**config.mk**
```make
export PLATFORM = sky130hd
export DESIGN_NAME = pcan_gain_interp
export DESIGN_NICKNAME = d
export VERILOG_FILES = /design/src/hdl/pcan_pkg.sv /design/src/hdl/pcan_gain_interp.sv
export SDC_FILE = /design/constraint.sdc
export NUM_CORES = 1
export LEC_CHECK = 0
export ABC_CLOCK_PERIOD_IN_PS = 14680
export BUFFER_PORTS_ARGS = -buffer_cell sky130_fd_sc_hd__buf_2
export CORE_MARGIN = 2
export CORE_UTILIZATION = 65
export CTS_BUF_LIST = sky130_fd_sc_hd__clkbuf_16
export CTS_CLUSTER_SIZE = 30
export DETAILED_ROUTE_END_ITERATION = 12
export HOLD_SLACK_MARGIN = 0.15
export PLACE_DENSITY_LB_ADDON = 0.08
export SETUP_SLACK_MARGIN = 0.1
export SYNTH_ARGS = -nofsm -noshare
export SYNTH_HDL_FRONTEND = slang
export SYNTH_SLANG_ARGS = --single-unit
export TNS_END_PERCENT = 20
```
**constraint.sdc**
```tcl
create_clock -name clock -period 14.68 [get_ports clock]
set_clock_uncertainty 0.2 [all_clocks]
set_input_delay 1.468 -clock clock [delete_from_list [all_inputs] [get_ports clock]]
set_output_delay 1.468 -clock clock [all_outputs]
set_load 0.01 [all_outputs]
```
**src/hdl/pcan_pkg.sv**
```systemverilog
// Shared types, stage numbering and fixed-point constants for the PCAN gain block.
// No dependencies; every other file in hdl/ depends on this package.
package pcan_pkg;

   // Default sizes of the shrink stage
   localparam int SNR_BITS_DEFAULT    = 12;
   localparam int OUTPUT_BITS_DEFAULT = 6;

   // Field widths
   localparam int DATA_WIDTH       = 32;
   localparam int WORD_WIDTH       = 16;
   localparam int NORM_WIDTH       = 26;
   localparam int PROD_SHIFT_WIDTH = 6;
   localparam int PROD_SHIFT_RESET = 6;

   // Gain table, split into four banks by the low index bits
   localparam int TABLE_DEPTH    = 128;
   localparam int INDEX_WIDTH    = $clog2(TABLE_DEPTH);
   localparam int BANK_COUNT     = 4;
   localparam int BANK_SEL_WIDTH = $clog2(BANK_COUNT);
   localparam int BANK_DEPTH     = TABLE_DEPTH / BANK_COUNT;
   localparam int ROW_WIDTH      = $clog2(BANK_DEPTH);

   // Segment coefficients sit at 4*seg-6 (c0), +1 (c1), +2 (c2)
   localparam int BANK_C2 = 0;
   localparam int BANK_C0 = 2;
   localparam int BANK_C1 = 3;

   // Quadratic evaluation
   localparam int SEG_WIDTH   = 6;
   localparam int FRAC_BITS   = 10;
   localparam int COEF_SHIFT  = 5;
   localparam int ROUND_SHIFT = 15;
   localparam int ROUND_HALF  = 1 << 14;
   localparam int ACC_WIDTH   = 23;
   localparam int PROD_WIDTH  = DATA_WIDTH + WORD_WIDTH + 1;

   // Operation codes
   localparam logic OP_TABLE_WRITE = 1'b0;
   localparam logic OP_PROCESS     = 1'b1;

   // Pipeline stage numbering
   localparam int STG_INPUT  = 0;
   localparam int STG_COEF   = 1;
   localparam int STG_ACC    = 2;
   localparam int STG_GAIN   = 3;
   localparam int STG_PROD   = 4;
   localparam int STG_SNR    = 5;
   localparam int STG_OUT    = 6;
   localparam int NUM_STAGES = 7;

   typedef struct packed {
      logic                          op;
      logic [INDEX_WIDTH-1:0]        table_index;
      logic signed [WORD_WIDTH-1:0]  table_word;
      logic [DATA_WIDTH-1:0]         noise_level;
      logic [DATA_WIDTH-1:0]         energy;
      logic                          last_channel;
   } req_type;

   typedef struct packed {
      logic [NORM_WIDTH-1:0] normalized;
      logic                  frame_end;
   } rsp_type;

   // Per-stage load enables and valid bits
   typedef struct packed {
      logic [NUM_STAGES-1:0] load;
      logic [NUM_STAGES-1:0] valid;
   } pipe_ctl_type;

   // Table read result plus the channel data that travels with it
   typedef struct packed {
      logic [BANK_COUNT-1:0][WORD_WIDTH-1:0] bank_q;
      logic [FRAC_BITS-1:0]                  frac;
      logic                                  direct;
      logic [BANK_SEL_WIDTH-1:0]             direct_sel;
      logic [DATA_WIDTH-1:0]                 energy;
      logic                                  last;
   } coef_type;

   typedef struct packed {
      logic [WORD_WIDTH-1:0] gain;
      logic [DATA_WIDTH-1:0] energy;
      logic                  last;
   } gain_type;

endpackage

```
**src/hdl/pcan_gain_interp.sv**
```systemverilog
// Two-stage evaluation of the piecewise-quadratic gain segment.
// Depends on pcan_pkg.
module pcan_gain_interp (
   input  logic                   clock,
   input  pcan_pkg::pipe_ctl_type ctl,
   input  pcan_pkg::coef_type     coef,
   output pcan_pkg::gain_type     gain_out
);
   import pcan_pkg::*;

   logic signed [WORD_WIDTH+FRAC_BITS:0] c2_prod;
   logic signed [ACC_WIDTH-1:0]          c2_term;
   logic signed [ACC_WIDTH-1:0]          c1_term;
   logic signed [ACC_WIDTH-1:0]          acc1_in;

   logic signed [ACC_WIDTH-1:0] acc1_ff;
   logic [WORD_WIDTH-1:0]       c0_ff;
   logic [WORD_WIDTH-1:0]       direct_gain_ff;
   logic                        direct_ff;
   logic [FRAC_BITS-1:0]        frac_ff;
   logic [DATA_WIDTH-1:0]       energy_ff;
   logic                        last_ff;

   logic signed [ACC_WIDTH+FRAC_BITS+1:0] quad_prod;
   logic signed [ACC_WIDTH+FRAC_BITS+1:0] quad_round;
   logic signed [19:0]                    quad_term;
   logic signed [19:0]                    quad_sum;
   logic [WORD_WIDTH-1:0]                 gain_in;

   logic [WORD_WIDTH-1:0] gain_ff;
   logic [DATA_WIDTH-1:0] energy2_ff;
   logic                  last2_ff;

   // First term: floor(c2*frac/32) + 32*c1
   always_comb begin
      c2_prod = $signed(coef.bank_q[BANK_C2]) * $signed({1'b0, coef.frac});
      c2_term = ACC_WIDTH'(c2_prod >>> COEF_SHIFT);
      c1_term = ACC_WIDTH'($signed(coef.bank_q[BANK_C1])) <<< COEF_SHIFT;
      acc1_in = c2_term + c1_term;
   end

   always_ff @(posedge clock) begin
      if (ctl.load[STG_ACC]) begin
         acc1_ff        <= acc1_in;
         c0_ff          <= coef.bank_q[BANK_C0];
         direct_gain_ff <= coef.bank_q[coef.direct_sel];
         direct_ff      <= coef.direct;
         frac_ff        <= coef.frac;
         energy_ff      <= coef.energy;
         last_ff        <= coef.last;
      end
   end

   // Second term: round(acc*frac / 2^15) + c0, wrapped to 16 bits
   always_comb begin
      quad_prod  = acc1_ff * $signed({1'b0, frac_ff});
      quad_round = quad_prod + (ACC_WIDTH+FRAC_BITS+2)'(ROUND_HALF);
      quad_term  = 20'(quad_round >>> ROUND_SHIFT);
      quad_sum   = quad_term + 20'($signed(c0_ff));
      gain_in    = direct_ff ? direct_gain_ff : quad_sum[WORD_WIDTH-1:0];
   end

   always_ff @(posedge clock) begin
      if (ctl.load[STG_GAIN]) begin
         gain_ff    <= gain_in;
         energy2_ff <= energy_ff;
         last2_ff   <= last_ff;
      end
   end

   assign gain_out = '{gain: gain_ff, energy: energy2_ff, last: last2_ff};

endmodule

```
==> impl_results.md <==
* Status: finished clean
* Vias in the first global route at 14210
* Ys Warns at 0
* Final worst-path cycle share at 0.5778
* Initial antenna violation count at 1
* RSZ-0062 raised after global routing: false
* Clock Pin Slew Worst Setup and Hold Paths at about 0.060 ns
* GPL Wtd Cong at roughly 0.89
* Main synth FF type: edfxtp_1
* CP Data Required Time at 14.65 ns
* Final instance area at ~21000 um^2
* Starting DRT DRC Count at between 600 and 700
* Clock Root Buffer: clkbuf_16
* Worst path max stage delay at ~0.99 ns
* Post-CTS Hold Buffers at 0
* Die area at approximately 32000 um^2
* Worst path most repeated cell: fa_1
* Busiest layer in global routing: met2
* Tightest Hold Check Type: reg -> reg
* Period minus WS final at approximately 8.5 ns
* FMAX at around 120 MHz
* DR pass1 iterations at 5
* Num rows at 63
* Util after Layout at 0.7182
* Global-route wire length before repair at 69390 um
* Type of origin of the critical path: flop
* # setup viols final at 0
* Endpoint type of the worst setup path: flop
* # nets final at approximately 2700
* Core area at roughly 30000 um^2
* Critical path class: reg -> reg
* # port buffers at 161
* Largest net degree at the start of global routing at 76
* Fill cells at 2141
* Netlist cell types at 53
* Synthesized net count at between 2000 and 3000
* Drc violations at 0
* Worst EP arrival at roughly 8.5 ns
* Slowest CP cell: edfxtp_1
* Fraction of the yosys area taken by sequential cells at 0.2256
* Crit-path max FO at 23
* Via/cell ratio at 5.443
* Post-DRT Antenna Nets at 0
* Clock Sinks at approximately 150
* Boundary Pins at between 150 and 200
* Antenna cells at 0
* Worst hold slack at roughly 0.22 ns
* DR WL/cell at roughly 17 um
* Hpwl dp at 34140 um
* Routed WL at around 42000 um
* CTS H-Tree Depth at 4
* Hold Vio Cnt, Final at 0
* Via count at approximately 13000
* Gate Count Post-Synth at between 1500 and 2000
* Max-cap violations at 0
* Slew Limit Fails at 0
* Share of cells above drive strength 1 at 0.1089
* Die Width at 178.1 um
* Post-CTS Setup Bufs at 0
* Mean cell area of the mapped netlist at around 10 um^2
* GRT met1 Usage at 0.3721
* Post-synthesis async set-or-reset flop share at 0
* Tot GR Track Use at 0.2851
* M2 GR Usage at 0.4942
* CTS resizes at 0
* CTS tree: built
* CTS max path bufs at 2
* Setup TNS at 0 ns
* Total CTS buffers at 17
* Seq cells post-synth at 148
* Clk Latency, worst-skew pair at about 0.42 ns
* Rel. slew slack at 0.3292
* Met3 Track Usage GR at 0.04369
* Die Y at 178.1 um
* Grt ovf at 0
* Cell Area, Synth at 19700 um^2
* Area post-placement at approximately 21000 um^2
* Worst-Margin Slew at slightly above 1 ns
* Initial Util at 0.6630
* Area delta synth->final at 8.339%
* EDFF count, synth at roughly 150
[final timing paths]
check | start | end | slack [ns] | cells past startpoint
worst max-delay path | frac_ff[3] | gain_ff[14] | 6.20 | 28
worst min-delay path | energy_ff[29] | energy2_ff[29] | 0.22 | 0
worst max register to register | frac_ff[3] | gain_ff[14] | 6.20 | 28
worst min register to register | energy_ff[29] | energy2_ff[29] | 0.22 | 0
[worst max-delay path, delay by kind of cell, from the launching register on]
kind                     cells  cell delay (ns)
adder cells (fa/ha/maj)      7             3.22
AO/OA/AOI/OAI               13             3.01
flip-flops                   1             0.99
AND/OR/NAND/NOR              4             0.50
buffers and inverters        3             0.16
XOR/XNOR                     1             0.12
[per-layer routing]
metal / routed length [um] / vias to the layer above
met5: 0 / -
li1: - / 6067
met4: 1094 / 0
met1: 17440 / 6662
met3: 2314 / 66
met2: 21270 / 372
[Yosys cell counts, drive strengths merged (7+ instances only)]
cell,n,area (um^2)
ha,178,2227
inv,437,1640
nand3,7,35.03
mux4,16,360.4
fa,332,6646
clkbuf,70,262.8
nand2,229,859.6
edfxtp,148,4444
o21a,7,52.55
xnor2,59,516.8
a21oi,44,224.0
xor2,21,183.9
nor2b,7,43.79
a21o,12,90.09
and3,7,43.79
nor3,12,60.06
o21ai,32,160.2
nor2,32,120.1
and2,186,1164
[area by class of cell]
class | count | area (um^2) | share of cell area
clock inverter | 15 | 150.1 | 0.007034
multi-input combinational | 1245 | 13340 | 0.6251
clock buffer | 17 | 425.4 | 0.01993
tap | 390 | 488.0 | 0.02286
timing repair buffer | 167 | 853.3 | 0.03998
inverter | 437 | 1640 | 0.07685
sequential | 148 | 4444 | 0.2082
[cells in the final DEF (no fill, tap or decap), types with 6 or more instances in the layout]
cell type,instances
mux4_2,16
a21o_1,12
o21ai_0,32
nand2_1,229
o21bai_1,6
o21a_1,7
edfxtp_1,148
xnor2_1,59
nor3_1,12
fa_1,332
ha_1,178
inv_1,438
buf_2,160
o211ai_1,6
xor2_1,21
a21oi_1,43
nand3_1,7
clkbuf_16,17
nor3b_1,6
and2_1,186
nor2_1,32
buf_4,7
and3_1,7
nor2b_1,7
[sequential cells by signal, summed over array words and instances (netlist names)]
name and flops:
gain_ff 16, direct_ff 1, energy_ff 32, direct_gain_ff 16
last_ff 1, frac_ff 10, c0_ff 16, last2_ff 1
acc1_ff 23, energy2_ff 32
[metrics by stage]
stage / cells / setup WS [ns]
CTS: 2419 / 6.203
detailed placement: 2387 / 5.828
global route: 2419 / 5.634
floorplan: 1902 / 6.569
finish: 2419 / 6.198
global placement: 2387 / 5.934
[logic make-up (layout without fill, tap and decap cells)]
family | after synthesis | after routing | synth area share
adders and majority gates | 510 | 510 | 0.4504
buffers and inverters | 509 | 636 | 0.09717
and+or+nand+nor | 501 | 501 | 0.1263
DFF | 148 | 148 | 0.2256
AOI/OAI and AO/OA | 134 | 134 | 0.04395
xor gates and xnor gates | 81 | 81 | 0.03671
muxes | 19 | 19 | 0.01994
Power is left out: the tool's default activity adds up to more than one toggle a clock period on the data nets, which glitch-free logic cannot reach.
