$ cat config.mk
export PLATFORM = sky130hd
export DESIGN_NAME = pcan_gain_table
export DESIGN_NICKNAME = d
export VERILOG_FILES = /design/src/hdl/pcan_pkg.sv /design/src/hdl/pcan_gain_table.sv
export SDC_FILE = /design/constraint.sdc
export NUM_CORES = 2
export LEC_CHECK = 0
export BUFFER_PORTS_ARGS = -buffer_cell sky130_fd_sc_hd__buf_2
export CORE_AREA = 2 2 507 308
export CTS_CLUSTER_SIZE = 24
export DETAILED_ROUTE_END_ITERATION = 8
export DIE_AREA = 0 0 509 310
export MAX_ROUTING_LAYER = met4
export PLACE_DENSITY = 0.64
export SLEW_MARGIN = 10
export SYNTH_ARGS = -nofsm -noshare
export SYNTH_HDL_FRONTEND = slang
export SYNTH_SLANG_ARGS = --single-unit
$ cat constraint.sdc
create_clock -name clock -period 4.4 [get_ports clock]
set_clock_uncertainty 0.1 [all_clocks]
set_input_delay 0.88 -clock clock [delete_from_list [all_inputs] [get_ports clock]]
set_output_delay 0.88 -clock clock [all_outputs]
set_load 0.1 [all_outputs]
$ cat src/hdl/pcan_pkg.sv
// Shared types, stage numbering and fixed-point constants for the PCAN gain block.
// No dependencies; every other file in hdl/ depends on this package.
package pcan_pkg;

   // Default sizes of the shrink stage
   localparam int SNR_BITS_DEFAULT    = 12;
   localparam int OUTPUT_BITS_DEFAULT = 6;

   // Field widths
   localparam int DATA_WIDTH       = 32;
   localparam int WORD_WIDTH       = 16;
   localparam int NORM_WIDTH       = 26;
   localparam int PROD_SHIFT_WIDTH = 6;
   localparam int PROD_SHIFT_RESET = 6;

   // Gain table, split into four banks by the low index bits
   localparam int TABLE_DEPTH    = 128;
   localparam int INDEX_WIDTH    = $clog2(TABLE_DEPTH);
   localparam int BANK_COUNT     = 4;
   localparam int BANK_SEL_WIDTH = $clog2(BANK_COUNT);
   localparam int BANK_DEPTH     = TABLE_DEPTH / BANK_COUNT;
   localparam int ROW_WIDTH      = $clog2(BANK_DEPTH);

   // Segment coefficients sit at 4*seg-6 (c0), +1 (c1), +2 (c2)
   localparam int BANK_C2 = 0;
   localparam int BANK_C0 = 2;
   localparam int BANK_C1 = 3;

   // Quadratic evaluation
   localparam int SEG_WIDTH   = 6;
   localparam int FRAC_BITS   = 10;
   localparam int COEF_SHIFT  = 5;
   localparam int ROUND_SHIFT = 15;
   localparam int ROUND_HALF  = 1 << 14;
   localparam int ACC_WIDTH   = 23;
   localparam int PROD_WIDTH  = DATA_WIDTH + WORD_WIDTH + 1;

   // Operation codes
   localparam logic OP_TABLE_WRITE = 1'b0;
   localparam logic OP_PROCESS     = 1'b1;

   // Pipeline stage numbering
   localparam int STG_INPUT  = 0;
   localparam int STG_COEF   = 1;
   localparam int STG_ACC    = 2;
   localparam int STG_GAIN   = 3;
   localparam int STG_PROD   = 4;
   localparam int STG_SNR    = 5;
   localparam int STG_OUT    = 6;
   localparam int NUM_STAGES = 7;

   typedef struct packed {
      logic                          op;
      logic [INDEX_WIDTH-1:0]        table_index;
      logic signed [WORD_WIDTH-1:0]  table_word;
      logic [DATA_WIDTH-1:0]         noise_level;
      logic [DATA_WIDTH-1:0]         energy;
      logic                          last_channel;
   } req_type;

   typedef struct packed {
      logic [NORM_WIDTH-1:0] normalized;
      logic                  frame_end;
   } rsp_type;

   // Per-stage load enables and valid bits
   typedef struct packed {
      logic [NUM_STAGES-1:0] load;
      logic [NUM_STAGES-1:0] valid;
   } pipe_ctl_type;

   // Table read result plus the channel data that travels with it
   typedef struct packed {
      logic [BANK_COUNT-1:0][WORD_WIDTH-1:0] bank_q;
      logic [FRAC_BITS-1:0]                  frac;
      logic                                  direct;
      logic [BANK_SEL_WIDTH-1:0]             direct_sel;
      logic [DATA_WIDTH-1:0]                 energy;
      logic                                  last;
   } coef_type;

   typedef struct packed {
      logic [WORD_WIDTH-1:0] gain;
      logic [DATA_WIDTH-1:0] energy;
      logic                  last;
   } gain_type;

endpackage

$ cat src/hdl/pcan_gain_table.sv
// Input stage, segment decode and the four-bank gain table with registered reads.
// Depends on pcan_pkg.
module pcan_gain_table (
   input  logic                   clock,
   input  pcan_pkg::pipe_ctl_type ctl,
   input  pcan_pkg::req_type      req_data,
   output logic                   s1_is_process,
   output pcan_pkg::coef_type     coef
);
   import pcan_pkg::*;

   typedef struct packed {
      req_type              item;
      logic [SEG_WIDTH-1:0] seg;
   } s1_type;

   // Position of the leading one, counted from 1; zero for zero
   function automatic logic [SEG_WIDTH-1:0] bit_length(input logic [DATA_WIDTH-1:0] x);
      logic [SEG_WIDTH-1:0] n;
      n = '0;
      for (int i = 0; i < DATA_WIDTH; i++) begin
         if (x[i]) begin
            n = SEG_WIDTH'(i + 1);
         end
      end
      return n;
   endfunction

   s1_type s1_ff, s1_in;

   logic                                 direct;
   logic [SEG_WIDTH-1:0]                 norm_sh;
   logic [DATA_WIDTH-1:0]                norm_x;
   logic [FRAC_BITS-1:0]                 frac;
   logic [ROW_WIDTH-1:0]                 seg_row_hi;
   logic [ROW_WIDTH-1:0]                 seg_row_lo;
   logic [BANK_COUNT-1:0][ROW_WIDTH-1:0] rd_row;
   logic                                 wr_en;
   logic [BANK_SEL_WIDTH-1:0]            wr_bank;
   logic [ROW_WIDTH-1:0]                 wr_row;
   logic [BANK_COUNT-1:0][WORD_WIDTH-1:0] q_all;

   logic [FRAC_BITS-1:0]      frac_ff;
   logic                      direct_ff;
   logic [BANK_SEL_WIDTH-1:0] direct_sel_ff;
   logic [DATA_WIDTH-1:0]     energy_ff;
   logic                      last_ff;

   // Capture the request beat with its segment number
   always_comb begin
      s1_in = '{item: req_data, seg: bit_length(req_data.noise_level)};
   end

   always_ff @(posedge clock) begin
      if (ctl.load[STG_INPUT]) begin
         s1_ff <= s1_in;
      end
   end

   assign s1_is_process = (s1_ff.item.op == OP_PROCESS);

   // Decode fraction and bank rows; estimates 0..2 read their entry directly
   always_comb begin
      direct = (s1_ff.item.noise_level[DATA_WIDTH-1:2] == '0) &&
               (s1_ff.item.noise_level[1:0] != 2'b11);
      norm_sh    = SEG_WIDTH'(DATA_WIDTH) - s1_ff.seg;
      norm_x     = s1_ff.item.noise_level << norm_sh;
      frac       = norm_x[DATA_WIDTH-2 -: FRAC_BITS];
      seg_row_hi = ROW_WIDTH'(s1_ff.seg - SEG_WIDTH'(1));
      seg_row_lo = ROW_WIDTH'(s1_ff.seg - SEG_WIDTH'(2));
      rd_row = '0;
      if (!direct) begin
         rd_row[BANK_C2] = seg_row_hi;
         rd_row[BANK_C0] = seg_row_lo;
         rd_row[BANK_C1] = seg_row_lo;
      end
   end

   // Write a table word as the write beat leaves the input stage
   assign wr_en   = ctl.valid[STG_INPUT] && ctl.load[STG_COEF] &&
                    (s1_ff.item.op == OP_TABLE_WRITE);
   assign wr_bank = s1_ff.item.table_index[BANK_SEL_WIDTH-1:0];
   assign wr_row  = s1_ff.item.table_index[INDEX_WIDTH-1:BANK_SEL_WIDTH];

   for (genvar b = 0; b < BANK_COUNT; b++) begin : g_bank
      logic [WORD_WIDTH-1:0] bank_ff [BANK_DEPTH];
      logic [WORD_WIDTH-1:0] q_ff;

      always_ff @(posedge clock) begin
         if (wr_en && (wr_bank == BANK_SEL_WIDTH'(b))) begin
            bank_ff[wr_row] <= s1_ff.item.table_word;
         end
         if (ctl.load[STG_COEF]) begin
            q_ff <= bank_ff[rd_row[b]];
         end
      end

      assign q_all[b] = q_ff;
   end

   // Carry channel data alongside the read
   always_ff @(posedge clock) begin
      if (ctl.load[STG_COEF]) begin
         frac_ff       <= frac;
         direct_ff     <= direct;
         direct_sel_ff <= s1_ff.item.noise_level[BANK_SEL_WIDTH-1:0];
         energy_ff     <= s1_ff.item.energy;
         last_ff       <= s1_ff.item.last_channel;
      end
   end

   assign coef = '{bank_q: q_all, frac: frac_ff, direct: direct_ff, direct_sel: direct_sel_ff,
                   energy: energy_ff, last: last_ff};

endmodule

==> flow_summary.ini <==
[layout]
area_growth_pct = 13.8
fin_cells = 6681
drive_gt1_share_pct = 19.4
fill_cells = 12400
layout.nets = 4617

[grt]
overflow = 0
grt_pass1_vias = 37200
antenna_found_initial = 12
grt_pass1_wl_um = 264000
track_usage_pct = 23.8
grt_start_max_net_pins = 136

[synthesis]
synthTopCellsByCount = edfxtp_1 (1757), nand2_1 (404), nor2_1 (200)
yosys_register_bits = 1757
synthesis.area_mm2 = 0.0686
synth-edff-count = 1757
synth_cell_types = 67
async_reset_ff_share_pct = 0
yosys-top-cells-area = edfxtp_1 (77%), mux4_2 (2.4%), nand2_1 (2.2%)
ys_warn_count = 0
syn_inst = 4177
ys_seq_area_share_pct = 76.9
synth_most_common_cell = edfxtp_1
yosysTopAreaCell = edfxtp_1
synth_flop_cell = edfxtp_1
synth_top_cell_area_share_pct = 76.9
syn_avg_cell_area_um2 = 16.4
synth_nets = 4284

[critical_path]
startpoint_type = register
required_ns = 4.84
crit_fanout = 21
cp-end-kind = register
r2r_cells = 10
path_class = register to register
cp.arrival_ns = 4.49

[clock_tree]
cts_tree = built
clk_path_buf_depth = 3
htree_levels = 4
clkTransAtPathRegs_ns = 0.07
postCtsHoldBufs = 0
root_buffer = clkbuf_16
cts_sinks = 1757
cts_resized = 0
numCtsBuffers = 153
post_cts_buffers = 0
clk-insertion-delay-late_ns = 0.79

[place]
dpl.cell_count = 6407
dp_slack_ns = 0.501
finalWeightedCongestion = 0.886
portBuffers = 203
post-dp-hpwl_um = 111000

[timing]
finalWorstSetupSlack_ns = 0.353
finalMaxSlewViolations = 0
fmax_ghz = 0.247
finalCritPeriodShare_pct = 92.0
hold_ws_ns = 0.167
slew_headroom_pct = 14.1
tightestPinTransition_ns = 1.29
final-setup-viol-count = 0
fin_crit_ns = 4.05
grt_setup_unrepaired = no
finalHoldViolCount = 0
setup_tns_ns = 0

[power]
leakage_nw = 25.4
power-per-cell-area_mw_per_mm2 = 476
ir_drop_v = 0.000361

[route]
drtIter0Drc = 5664
wl_um = 185000
first_pass_iters = 7
drcViolationCount = 0
vias = 39900
postRouteAntennaNets = 0
viasPerCell = 5.97
wl_per_cell_um = 27.7

[floorplan]
io_pins = 215
die_w_um = 509
chipHeight_um = 310
core-area_mm2 = 0.154
placementRows = 112
dieArea_mm2 = 0.158
start_util_pct = 44.6

[outcome]
status = complete, no violations

[job]
maxCapViolCount = 0

[worst_hold_path]
hold_class = input port to register
hold_depth = 1
==> metrics by stage <==
stage               util, %  total power (W)  cell area [µm²]
global placement       47.7           0.0243            73300
CTS                    50.7           0.0372            78000
finish                 50.8           0.0371            78000
global route           50.7           0.0382            78000
floorplan                 -           0.0225            68600
detailed placement     47.7           0.0243            73300
==> kinds of logic after synthesis <==
group,synth area share (%)
muxes,6.38
and+or+nand+nor,6.06
xor gates and xnor gates,0.102
buffers and inverters,1.69
DFF,76.9
AOI/OAI and AO/OA,8.78
adders and majority gates,0.0547
==> flip-flops by register name, indices dropped and copies added, names as in the netlist <==
signal and flops:
s1_is_process 1, s1_ff 94, last_ff 1, g_bank.q_ff 64
frac_ff 10, direct_sel_ff 2, direct_ff 1, energy_ff 32
g_bank.bank_ff 1552
==> critical path: stages (launching register included) <==
cell	delay (ns)
edfxtp_1	0.39
inv_1	0.23
ha_4	0.23
xor2_4	0.50
o21ai_4	0.38
buf_4	0.29
nand2_1	0.10
a31oi_1	0.10
a2111oi_0	0.93
a221oi_1	0.31
buf_4	0.24
==> final cells by class <==
type / instances / area [µm²] / share of cell area (%)
Tap cell: 2052 / 2570 / 3.29
Inverter: 12 / 51.3 / 0.0658
Sequential cell: 1757 / 52800 / 67.6
Multi-Input combinational cell: 2141 / 14800 / 19.0
Antenna cell: 3 / 7.51 / 0.00962
Timing Repair Buffer: 445 / 3100 / 3.98
Clock inverter: 73 / 606 / 0.776
Clock buffer: 198 / 4100 / 5.26
==> where the power goes <==
part	internal (W)	switching (W)	total [W]	leakage, nW
clock network	0.00707	0.00602	0.0131	2.29
registers	0.0188	0.000133	0.0189	16.0
logic	0.00137	0.00373	0.00509	7.16
==> final timing paths <==
check | from | endpoint | slack (ns)
worst max register to register | s1_ff[1] | g_bank[0].q_ff[14] | 0.35
worst min-delay path | req_data[18] | s1_ff[24] | 0.17
worst max-delay path | s1_ff[1] | g_bank[0].q_ff[14] | 0.35
worst min register to register | s1_ff[27] | energy_ff[20] | 0.31
==> cell usage in the layout (no fill, tap or decap), drive strengths merged, types with 48 or more instances in the layout <==
cell and instances:
edfxtp 1757, nand3 59, a21oi 177, o21ai 179
mux2i 137, a211oi 107, clkbuf 198, mux2 119
mux4 74, clkinv 57, nor2 200, o22ai 145
o211ai 86, buf 445, and2 97, or4 48
nand2 405
==> layer usage <==
layer | GRT usage (%) | wire [µm]
met1 | 35.5 | 80800
met2 | 32.0 | 78100
met3 | 6.75 | 22500
met4 | 5.31 | 3330
met5 | - | 0
(Power assumes the default switching activity.)
