$ cat src/hdl/pcan_pkg.sv
// Shared types, stage numbering and fixed-point constants for the PCAN gain block.
// No dependencies; every other file in hdl/ depends on this package.
package pcan_pkg;

   // Default sizes of the shrink stage
   localparam int SNR_BITS_DEFAULT    = 12;
   localparam int OUTPUT_BITS_DEFAULT = 6;

   // Field widths
   localparam int DATA_WIDTH       = 32;
   localparam int WORD_WIDTH       = 16;
   localparam int NORM_WIDTH       = 26;
   localparam int PROD_SHIFT_WIDTH = 6;
   localparam int PROD_SHIFT_RESET = 6;

   // Gain table, split into four banks by the low index bits
   localparam int TABLE_DEPTH    = 128;
   localparam int INDEX_WIDTH    = $clog2(TABLE_DEPTH);
   localparam int BANK_COUNT     = 4;
   localparam int BANK_SEL_WIDTH = $clog2(BANK_COUNT);
   localparam int BANK_DEPTH     = TABLE_DEPTH / BANK_COUNT;
   localparam int ROW_WIDTH      = $clog2(BANK_DEPTH);

   // Segment coefficients sit at 4*seg-6 (c0), +1 (c1), +2 (c2)
   localparam int BANK_C2 = 0;
   localparam int BANK_C0 = 2;
   localparam int BANK_C1 = 3;

   // Quadratic evaluation
   localparam int SEG_WIDTH   = 6;
   localparam int FRAC_BITS   = 10;
   localparam int COEF_SHIFT  = 5;
   localparam int ROUND_SHIFT = 15;
   localparam int ROUND_HALF  = 1 << 14;
   localparam int ACC_WIDTH   = 23;
   localparam int PROD_WIDTH  = DATA_WIDTH + WORD_WIDTH + 1;

   // Operation codes
   localparam logic OP_TABLE_WRITE = 1'b0;
   localparam logic OP_PROCESS     = 1'b1;

   // Pipeline stage numbering
   localparam int STG_INPUT  = 0;
   localparam int STG_COEF   = 1;
   localparam int STG_ACC    = 2;
   localparam int STG_GAIN   = 3;
   localparam int STG_PROD   = 4;
   localparam int STG_SNR    = 5;
   localparam int STG_OUT    = 6;
   localparam int NUM_STAGES = 7;

   typedef struct packed {
      logic                          op;
      logic [INDEX_WIDTH-1:0]        table_index;
      logic signed [WORD_WIDTH-1:0]  table_word;
      logic [DATA_WIDTH-1:0]         noise_level;
      logic [DATA_WIDTH-1:0]         energy;
      logic                          last_channel;
   } req_type;

   typedef struct packed {
      logic [NORM_WIDTH-1:0] normalized;
      logic                  frame_end;
   } rsp_type;

   // Per-stage load enables and valid bits
   typedef struct packed {
      logic [NUM_STAGES-1:0] load;
      logic [NUM_STAGES-1:0] valid;
   } pipe_ctl_type;

   // Table read result plus the channel data that travels with it
   typedef struct packed {
      logic [BANK_COUNT-1:0][WORD_WIDTH-1:0] bank_q;
      logic [FRAC_BITS-1:0]                  frac;
      logic                                  direct;
      logic [BANK_SEL_WIDTH-1:0]             direct_sel;
      logic [DATA_WIDTH-1:0]                 energy;
      logic                                  last;
   } coef_type;

   typedef struct packed {
      logic [WORD_WIDTH-1:0] gain;
      logic [DATA_WIDTH-1:0] energy;
      logic                  last;
   } gain_type;

endpackage

$ cat src/hdl/pcan_normalize.sv
// Energy times gain, programmable right shift and the square/linear shrink.
// Depends on pcan_pkg; the last stage is the response output register.
module pcan_normalize #(
   parameter int SNR_BITS    = pcan_pkg::SNR_BITS_DEFAULT,
   parameter int OUTPUT_BITS = pcan_pkg::OUTPUT_BITS_DEFAULT
) (
   input  logic                                   clock,
   input  pcan_pkg::pipe_ctl_type                 ctl,
   input  logic [pcan_pkg::PROD_SHIFT_WIDTH-1:0]  prod_shift,
   input  pcan_pkg::gain_type                     gain_in,
   output pcan_pkg::rsp_type                      rsp_data
);
   import pcan_pkg::*;

   localparam int SqShift  = 2 + 2 * SNR_BITS - OUTPUT_BITS;
   localparam int DownGap  = (SNR_BITS >= OUTPUT_BITS) ? SNR_BITS - OUTPUT_BITS : 0;
   localparam int UpGap    = (SNR_BITS >= OUTPUT_BITS) ? 0 : OUTPUT_BITS - SNR_BITS;
   localparam int LowWidth = SNR_BITS + 1;
   localparam int WideBits = 2 * DATA_WIDTH;

   logic signed [PROD_WIDTH-1:0] prod_in;
   logic signed [PROD_WIDTH-1:0] prod_ff;
   logic                         last5_ff;

   logic [WideBits-1:0]   prod_wide;
   logic [DATA_WIDTH-1:0] snr_in;
   logic [DATA_WIDTH-1:0] snr_ff;
   logic                  last6_ff;

   logic [LowWidth-1:0]   low_x;
   logic                  is_low;
   logic [2*LowWidth-1:0] sq;
   logic [WideBits-1:0]   sq_ext;
   logic [NORM_WIDTH-1:0] low_val;
   logic [WideBits-1:0]   up_ext;
   logic [WideBits-1:0]   up_sh;
   logic [NORM_WIDTH-1:0] up_val;
   logic [NORM_WIDTH-1:0] norm_in;

   rsp_type out_ff;

   // Signed product; modulo 2^64 it is this value sign-extended
   assign prod_in = $signed({1'b0, gain_in.energy}) * $signed(gain_in.gain);

   always_ff @(posedge clock) begin
      if (ctl.load[STG_PROD]) begin
         prod_ff  <= prod_in;
         last5_ff <= gain_in.last;
      end
   end

   // Shift the 64-bit product and keep the low word
   always_comb begin
      prod_wide = {{(WideBits-PROD_WIDTH){prod_ff[PROD_WIDTH-1]}}, prod_ff};
      snr_in    = DATA_WIDTH'(prod_wide >> prod_shift);
   end

   always_ff @(posedge clock) begin
      if (ctl.load[STG_SNR]) begin
         snr_ff   <= snr_in;
         last6_ff <= last5_ff;
      end
   end

   // Shrink: square below 2<<SNR_BITS, linear with offset above
   always_comb begin
      low_x   = snr_ff[LowWidth-1:0];
      is_low  = (snr_ff[DATA_WIDTH-1:LowWidth] == '0);
      sq      = low_x * low_x;
      sq_ext  = WideBits'(sq);
      low_val = NORM_WIDTH'(sq_ext >> SqShift);
      up_ext  = WideBits'(snr_ff);
      up_sh   = (SNR_BITS >= OUTPUT_BITS) ? (up_ext >> DownGap) : (up_ext << UpGap);
      up_val  = NORM_WIDTH'(up_sh) - NORM_WIDTH'(1 << OUTPUT_BITS);
      norm_in = is_low ? low_val : up_val;
   end

   always_ff @(posedge clock) begin
      if (ctl.load[STG_OUT]) begin
         out_ff <= '{normalized: norm_in, frame_end: last6_ff};
      end
   end

   assign rsp_data = out_ff;

endmodule

$ cat config.mk
export PLATFORM = sky130hd
export DESIGN_NAME = pcan_normalize
export DESIGN_NICKNAME = d
export VERILOG_FILES = /design/src/hdl/pcan_pkg.sv /design/src/hdl/pcan_normalize.sv
export SDC_FILE = /design/constraint.sdc
export NUM_CORES = 2
export LEC_CHECK = 0
export BUFFER_PORTS_ARGS = -buffer_cell sky130_fd_sc_hd__buf_2
export CAP_MARGIN = 5
export CORE_UTILIZATION = 50
export DETAILED_ROUTE_END_ITERATION = 7
export PLACE_DENSITY = 0.7
export REMOVE_ABC_BUFFERS = 1
export SLEW_MARGIN = 15
export SYNTH_ARGS = -nofsm -noshare
export SYNTH_HDL_FRONTEND = slang
export SYNTH_SLANG_ARGS = --single-unit
$ cat constraint.sdc
create_clock -name clock -period 9.8 [get_ports clock]
set_input_delay 1.96 -clock clock [delete_from_list [all_inputs] [get_ports clock]]
set_output_delay 1.96 -clock clock [all_outputs]
set_load 0.05 [all_outputs]
==> impl_metrics.tcl <==
set metrics [dict create \
    end_kind "register" \
    netlist_area_mm2 0.02759 \
    grt_pass1_wl_mm 111.1 \
    floorplan.initialDensity 0.5097 \
    grt_max_degree 65 \
    final_cells 3697 \
    diodes 0 \
    yosysWarnings 0 \
    synth-adder-area-share 0.4732 \
    tns_ns 0 \
    synth_xor_area_frac 0.02222 \
    drtPass1Iterations 8 \
    critical_path_class "input pin to register" \
    setup_viol 0 \
    worst_clock_skew_ns 0.007649 \
    vias 20440 \
    clock_sinks 110 \
    cp_data_arrival_time_ns 8.86 \
    io_buffers 85 \
    cts_inserted_buffers 9 \
    holdCritPathClass "register to register" \
    netlist_instances 3028 \
    hold_viol 0 \
    synth_mux_area_frac 0.04562 \
    max_cap_viol_count 0 \
    rsz0062_at_grt "no" \
    dp.cells 3681 \
    cts_max_level 3 \
    critPathRequiredTime_ns 9.97 \
    antenna_found_initial 0 \
    clk_pin_slew_worst_paths_ns 0.08 \
    routed_wl_mm 66.81 \
    synth_seq_area_share 0.1197 \
    area_growth_pct 4.372 \
    fillers 4888 \
    ant_nets 0 \
    synth_ff_type "edfxtp_1" \
    hpwl_mm 53.39 \
    final_min_period_over_clock_period 0.8870 \
    postCtsSetupBuffers 0 \
    ctsResizeCount 0 \
    drc 0 \
    worstSkewPairLatency_ns 0.37 \
    synth_async_sr_flop_share 0 \
    die_x_um 236.9 \
    cts_tree "built" \
    fmax_mhz 115.0 \
    root_buffer "clkbuf_16" \
    synth_top_family_by_area "adder cells" \
    rows 85 \
    drive_gt1_frac 0.06065 \
    cts-hold-fix-buffers 0 \
    grt-ovfl-total 0 \
    startpoint_type "input pin" \
    grt_pass1_vias 22500 \
    max_slew_margin 0.2773 \
    seq_area_mm2 0.003303 \
    coreArea_mm2 0.05413 \
    wire_per_inst_um 18.07 \
    avgViaCountPerCell 5.529 \
    finalMaxSlewViolations 0 \
    globalRouteTotalUtil 0.2474 \
    synth_enable_flop_cells 110 \
    dr.first_iter.drc_count 1571 \
    synth_compound_area_frac 0.07270 \
    gp_congestion 0.9122 \
    multi_input_area_mm2 0.02128 \
    layout_min_cycle_time_ns 8.693 \
    yosys.area_share.simple 0.1576 \
    final_nets 3801 \
    ys_seq_elements 110 \
    synth_cell_types 65 \
    die-area_mm2 0.05612 \
    clk_path_buf_depth 2 \
    pin_count 97 \
    crit_fanout 26 \
    die_y_um 236.9 \
    avgSynthCellArea_um2 9.112 \
    outcome "finished, final reports clean" \
    worst_slew_pin_slew_ns 1.084 \
]
-- worst max-delay path, stage by stage --
cell and delay, ns:
buf_2 0.54, buf_4 0.29, and2_1 0.20, fa_1 0.46
inv_1 0.10, fa_1 0.43, fa_1 0.54, inv_1 0.07
fa_1 0.44, fa_1 0.52, inv_1 0.05, fa_1 0.47
inv_1 0.04, ha_1 0.36, a21oi_1 0.21, o21ai_0 0.15
nor2b_1 0.20, or4_1 0.52, o21ai_0 0.44, a2111oi_0 0.22
buf_4 0.18, o211ai_1 0.16, nor4b_1 0.29
-- per-stage QoR --
stage	hold slack [ns]	setup WS, ns	util	instance area (um^2)
2_1_floorplan	0.4003	2.228	-	27020
3_3_place_gp	0.4005	1.037	0.5261	28480
3_5_place_dp	0.4092	0.8381	0.5261	28480
4_1_cts	0.4298	1.201	0.5320	28800
5_1_grt	0.4471	0.7883	0.5320	28800
6_report	0.4255	1.107	0.5320	28800
-- kinds of logic after synthesis --
| logic type | after synthesis |
|---|---|
| DFF | 110 |
| buffers and inverters | 799 |
| adders and majority gates | 735 |
| AOI/OAI and AO/OA | 325 |
| muxes | 87 |
| and+or+nand+nor | 902 |
| xor gates and xnor gates | 70 |
-- cell type report --
class / count / share of cell area
Tap cell: 696 / 0.03024
Inverter: 649 / 0.08460
Sequential cell: 110 / 0.1147
Multi-Input combinational cell: 2119 / 0.7390
Clock inverter: 7 / 0.003128
Timing Repair Buffer: 107 / 0.02051
Clock buffer: 9 / 0.007821
-- metal layers --
metal	up-vias	wire, um	global-route usage
li1	9290	-	-
met1	10320	26990	0.3032
met2	687	34320	0.4509
met3	146	3349	0.02775
met4	0	2152	0.08323
met5	-	0	0
-- state kept, by name (all words and copies together) (netlist names) --
signal,flops
last6_ff,1
last5_ff,1
rsp_data,27
snr_ff,32
prod_ff,49
-- cell usage after synthesis, types with 3 or more instances --
cell / instances / share of area
nor2_2: 3 / 0.00068
mux2_2: 10 / 0.0041
or2_2: 5 / 0.0011
nand2b_1: 13 / 0.0029
a221o_1: 3 / 0.0011
a211o_1: 4 / 0.0013
buf_1: 11 / 0.0015
mux4_2: 30 / 0.024
a21o_1: 30 / 0.0082
a21oi_1: 96 / 0.017
nor4_1: 5 / 0.0011
fa_1: 514 / 0.37
xnor2_1: 43 / 0.014
ha_1: 221 / 0.10
buf_2: 6 / 0.0011
inv_1: 646 / 0.088
nand4_1: 14 / 0.0032
o22ai_1: 17 / 0.0039
o21a_1: 13 / 0.0035
o21ai_0: 77 / 0.014
mux2i_1: 47 / 0.017
or4_1: 3 / 0.00082
clkbuf_1: 133 / 0.018
o211ai_1: 5 / 0.0014
nor3_1: 16 / 0.0029
a21boi_0: 3 / 0.00082
or3_1: 7 / 0.0016
and3_1: 9 / 0.0020
nor2_1: 115 / 0.016
o21bai_1: 12 / 0.0033
a31oi_1: 16 / 0.0036
edfxtp_1: 110 / 0.12
a211oi_1: 24 / 0.0065
nor2b_1: 8 / 0.0018
and2_1: 262 / 0.059
o31ai_1: 9 / 0.0024
xor2_1: 27 / 0.0086
nand2_1: 415 / 0.056
nand3_1: 14 / 0.0025
-- cell usage in the layout, fill, tap and decap left out, types with 12 or more instances in the layout --
cell type  Yosys  layout
buf_4          0      22
a21o_1        30      30
mux4_2        30      30
nand2_1      415     415
fa_1         514     514
buf_2          6      85
o21bai_1      12      12
nand2b_1      13      13
and2_1       262     262
nor2_1       115     115
edfxtp_1     110     110
xnor2_1       43      43
a211oi_1      24      24
o21ai_0       77      77
a31oi_1       16      16
o22ai_1       17      17
nand4_1       14      14
nor3_1        16      16
a21oi_1       96      96
inv_1        646     646
nand3_1       14      14
xor2_1        27      27
o21a_1        13      13
mux2i_1       47      47
ha_1         221     221
-- path summary, 6_finish.rpt --
path | to | from | cells after the start | slack [ns]
max | prod_ff[45]$_DFFE_PP_ | gain_in[37] | 23 | 1.11
min | last6_ff$_DFFE_PP_ | last5_ff$_DFFE_PP_ | 0 | 0.43
max reg2reg | rsp_data[4]$_DFFE_PP_ | snr_ff[6]$_DFFE_PP_ | 17 | 3.78
min reg2reg | last6_ff$_DFFE_PP_ | last5_ff$_DFFE_PP_ | 0 | 0.43
Power is left out: the tool's default activity adds up to more than one toggle a clock period on the data nets, which glitch-free logic cannot reach.
